===== config.mk =====
export PLATFORM = sky130hd
export DESIGN_NAME = mceed_ram
export DESIGN_NICKNAME = d
export VERILOG_FILES = /design/src/mceed_ram.sv
export SDC_FILE = /design/constraint.sdc
export NUM_CORES = 1
export LEC_CHECK = 0
export BUFFER_PORTS_ARGS = -buffer_cell sky130_fd_sc_hd__buf_4
export CAP_MARGIN = 20
export CORE_MARGIN = 4
export CORE_UTILIZATION = 54
export DETAILED_ROUTE_END_ITERATION = 8
export PLACE_DENSITY = 0.83
export SYNTH_ARGS = -nofsm -noshare
export SYNTH_HDL_FRONTEND = slang
export SYNTH_SLANG_ARGS = --single-unit

===== constraint.sdc =====
create_clock -name clk -period 1.6 [get_ports clk]
set_input_delay 0.08 -clock clk [delete_from_list [all_inputs] [get_ports clk]]
set_output_delay 0.08 -clock clk [all_outputs]
set_load 0.02 [all_outputs]

===== src/mceed_ram.sv =====
// Generic single-write, single-read synchronous RAM with a registered read.
// Stand-alone; no package dependency.
module mceed_ram #(
	parameter int WIDTH = 8,
	parameter int DEPTH = 16
) (
	input  logic                     clk,
	input  logic                     we,
	input  logic [$clog2(DEPTH)-1:0] waddr,
	input  logic [WIDTH-1:0]         wdata,
	input  logic                     re,
	input  logic [$clog2(DEPTH)-1:0] raddr,
	output logic [WIDTH-1:0]         rdata
);

	logic [WIDTH-1:0] mem [DEPTH];

	// A read and a write to the same address in one cycle return the old data.
	always_ff @(posedge clk) begin
		if (we) begin
			mem[waddr] <= wdata;
		end
		if (re) begin
			rdata <= mem[raddr];
		end
	end

endmodule


==> flow_summary.toml <==
[power]
powerDensity_nw_per_um2 = 1350
combPwrFrac_pct = 5.0
seq_power_share_pct = 46.5
swShare_pct = 18.8
p_leak_nw = 2.22
switchingPower_w = 0.00164
p_clk_share_pct = 48.5
intPower_w = 0.00705
ir_drop_mv = 0.743

[global_route]
track_usage_pct = 20.3
grt_max_degree = 21
antenna_found_initial = 0
grt_pass1_vias = 2707
overflow = 0
grt_pass1_wl_mm = 16.3

[min_path]
min_path_type = "in -> reg"
min_path_cells = 3

[cts]
post_cts_buffers = 0
cts.reportedPaths.clkPinSlew_ns = 0.06
numCtsBuffers = 17
clk_path_buf_depth = 2
clock_latency_ns = 0.52
cts_root_buffer = "clkbuf_8"
cts_resized = 0
htreeDepth = 4
cts_sinks = 136
tritoncts = "built"

[yosys]
ys.warnings.count = 0
postSynthAreaPerCell_um2 = 22.8
synth_top_area_share_pct = 78.1
ys_seq_area_share_pct = 78.1
synth_area_leader_cell = "edfxtp_1"
synth-seq-cells = 136
syn_inst = 229
ys_types = 18
synth.area.top_cells = "edfxtp_1, mux4_2, mux4_1, a22oi_1, nor2_1"
syn-cell-area_um2 = 5230
synth_nets = 248

[worst_setup_path]
slowest_delay_ns = 0.52
crit_type = "reg -> reg"
crit_path_cell_trace = "mux4_1 -> a22oi_1 -> nand2_1"
path_max_fanout = 1
cp-end-kind = "register"
crit_buf_inv = 0
cp_data_required_time_ns = 1.85
critPathTopFamily = "multiplexers"
reg2reg_depth = 3
critPathSlowestCell = "mux4_1"
worst_ep_arrival_time_ns = 1.78
cp.depth = 3
start_kind = "register"

[timing]
tightest_slew_ns = 0.361
hold_viol = 0
worst_slack_ns = 0.0759
drv_slew = 0
fmaxAchievable_mhz = 656
fin_worst_skew_ns = 0.00588
grt_setup_unrepaired = "no"
final-setup-viol-count = 0
finalCritPeriodShare_pct = 95.3
fin_crit_ns = 1.52
timing.slew.headroom_pct = 75.9

[layout]
instances_no_fill = 437
area_delta_synth_final_pct = 23.1
nNetsFinal = 314
multi_input_area_um2 = 1060
fillers = 557
ff_latch_area_um2 = 4080
final_layout_size_suffix_gt1_share_pct = 31.2
antenna_cells = 0

[placed_design]
place.gp.congestion = 0.734
dp_cells = 396
port_buffers = 26
pre_cts_ws_ns = -0.0156
dpl.hpwl_mm = 6.21

[drt]
remaining_drc_errors = 0
first_pass_iters = 5
routedWlPerCell_um = 23.7
wl_mm = 10.3
ant_nets = 0
vias = 2550
avgViaCountPerCell = 5.84
drt_iter0_drc = 268

[floorplanning]
rows = 35
die_h_um = 106
dieArea_um2 = 11300
dieWidth_um = 106
ioPinCount = 27
initial_utilization_pct = 56.0
core_area_um2 = 9330

[run_status]
outcome = "finished, final reports clean"

[job]
max_cap_viol_count = 0
==> what timing repair did <==
item                                    4_1_cts  5_1_grt
hold buffers                                  9        0
endpoints found under the hold margin       136        0
endpoints found under the setup margin        0        0
==> state kept, by name, indices dropped and copies added, names as in the netlist <==
| signal | flops |
|---|---|
| mem | 128 |
| rdata | 8 |
==> logic make-up after synthesis <==
logic type	count (synthesis)	synth area share, %
multiplexers	32	14.8
AND/OR/NAND/NOR	35	3.14
AO/OA/AOI/OAI	16	2.30
flip-flops	136	78.1
buffers and inverters	10	1.65
==> power groups by stage <==
stage / Combinational, W / Clock (W) / Sequential [W]
2_1_floorplan: 0.000203 / 0 / 0.00413
3_3_place_gp: 0.000399 / 0 / 0.00411
3_5_place_dp: 0.000414 / 0 / 0.00411
4_1_cts: 0.000441 / 0.00426 / 0.00404
5_1_grt: 0.000469 / 0.00445 / 0.00404
6_report: 0.000434 / 0.00421 / 0.00404
==> stage by stage <==
step	total power (W)	cell area [um2]	TNS (ns)	util, %	hold WS (ns)
after floorplan	0.00433	5230	0	-	0.179
after global placement	0.00451	5700	0	61.1	0.376
after detailed placement	0.00453	5700	-0.0156	61.1	0.393
after CTS	0.00874	6440	0	69.0	0.0692
after global routing	0.00897	6440	0	69.0	0.0887
final	0.00868	6440	0	69.0	0.0882
==> final timing paths <==
kind                                 start        end  slack, ns
worst max-delay path             mem[1][1]   rdata[1]       0.08
worst min-delay path              waddr[0]  mem[8][1]       0.09
worst max register to register   mem[1][1]   rdata[1]       0.08
worst min register to register  mem[11][2]   rdata[2]       0.76
==> metal layers <==
layer  GRT usage [%]  vias up  routed length [um]
li1                -     1114                   -
met1            27.9     1280                3980
met2            31.8      139                5200
met3            5.16       17                 953
met4            7.49        0                 211
met5               0        -                   0
==> Yosys cell counts <==
| cell type | number |
|---|---|
| and2b_1 | 1 |
| a22oi_1 | 16 |
| buf_6 | 3 |
| nand3b_1 | 2 |
| nor3_1 | 4 |
| buf_2 | 3 |
| mux4_1 | 14 |
| nor2_1 | 13 |
| edfxtp_1 | 136 |
| nor2b_1 | 1 |
| nand2b_1 | 2 |
| or3b_2 | 1 |
| and2_1 | 1 |
| nand2_1 | 9 |
| nand3_1 | 1 |
| mux4_2 | 18 |
| clkdlybuf4s25_2 | 3 |
| buf_4 | 1 |
==> cells in the final DEF, fill, tap and decap left out <==
master         instances
clkbuf_16             16
nor2_1                13
mux4_2                18
nand3b_1               2
nor2b_1                1
buf_12                 3
mux4_1                14
dlygate4sd3_1          9
bufinv_16              6
nand2b_1               2
clkinv_1               2
a22oi_1               16
and2b_1                1
nand3_1                1
buf_4                 45
clkbuf_8               1
nor3_1                 4
clkinv_2               3
and2_1                 1
edfxtp_1             136
nand2_1                9
clkbuf_1               1
clkinv_4               3
or3b_2                 1
==> worst register-to-register path, delay by kind of cell (launching register included) <==
family           cells  cell delay [ns]
flip-flops           1             0.37
multiplexers         1             0.52
AO/OA/AOI/OAI        1             0.25
AND/OR/NAND/NOR      1             0.12
==> area by class of cell <==
| cell class | count | share of cell area [%] |
|---|---|---|
| Sequential cell | 136 | 63.4 |
| Multi-Input combinational cell | 83 | 16.4 |
| Timing Repair Buffer | 57 | 7.58 |
| Clock buffer | 18 | 6.49 |
| Clock inverter | 14 | 3.56 |
| Tap cell | 129 | 2.51 |
Note: power is estimated with default switching activity, not from simulation.
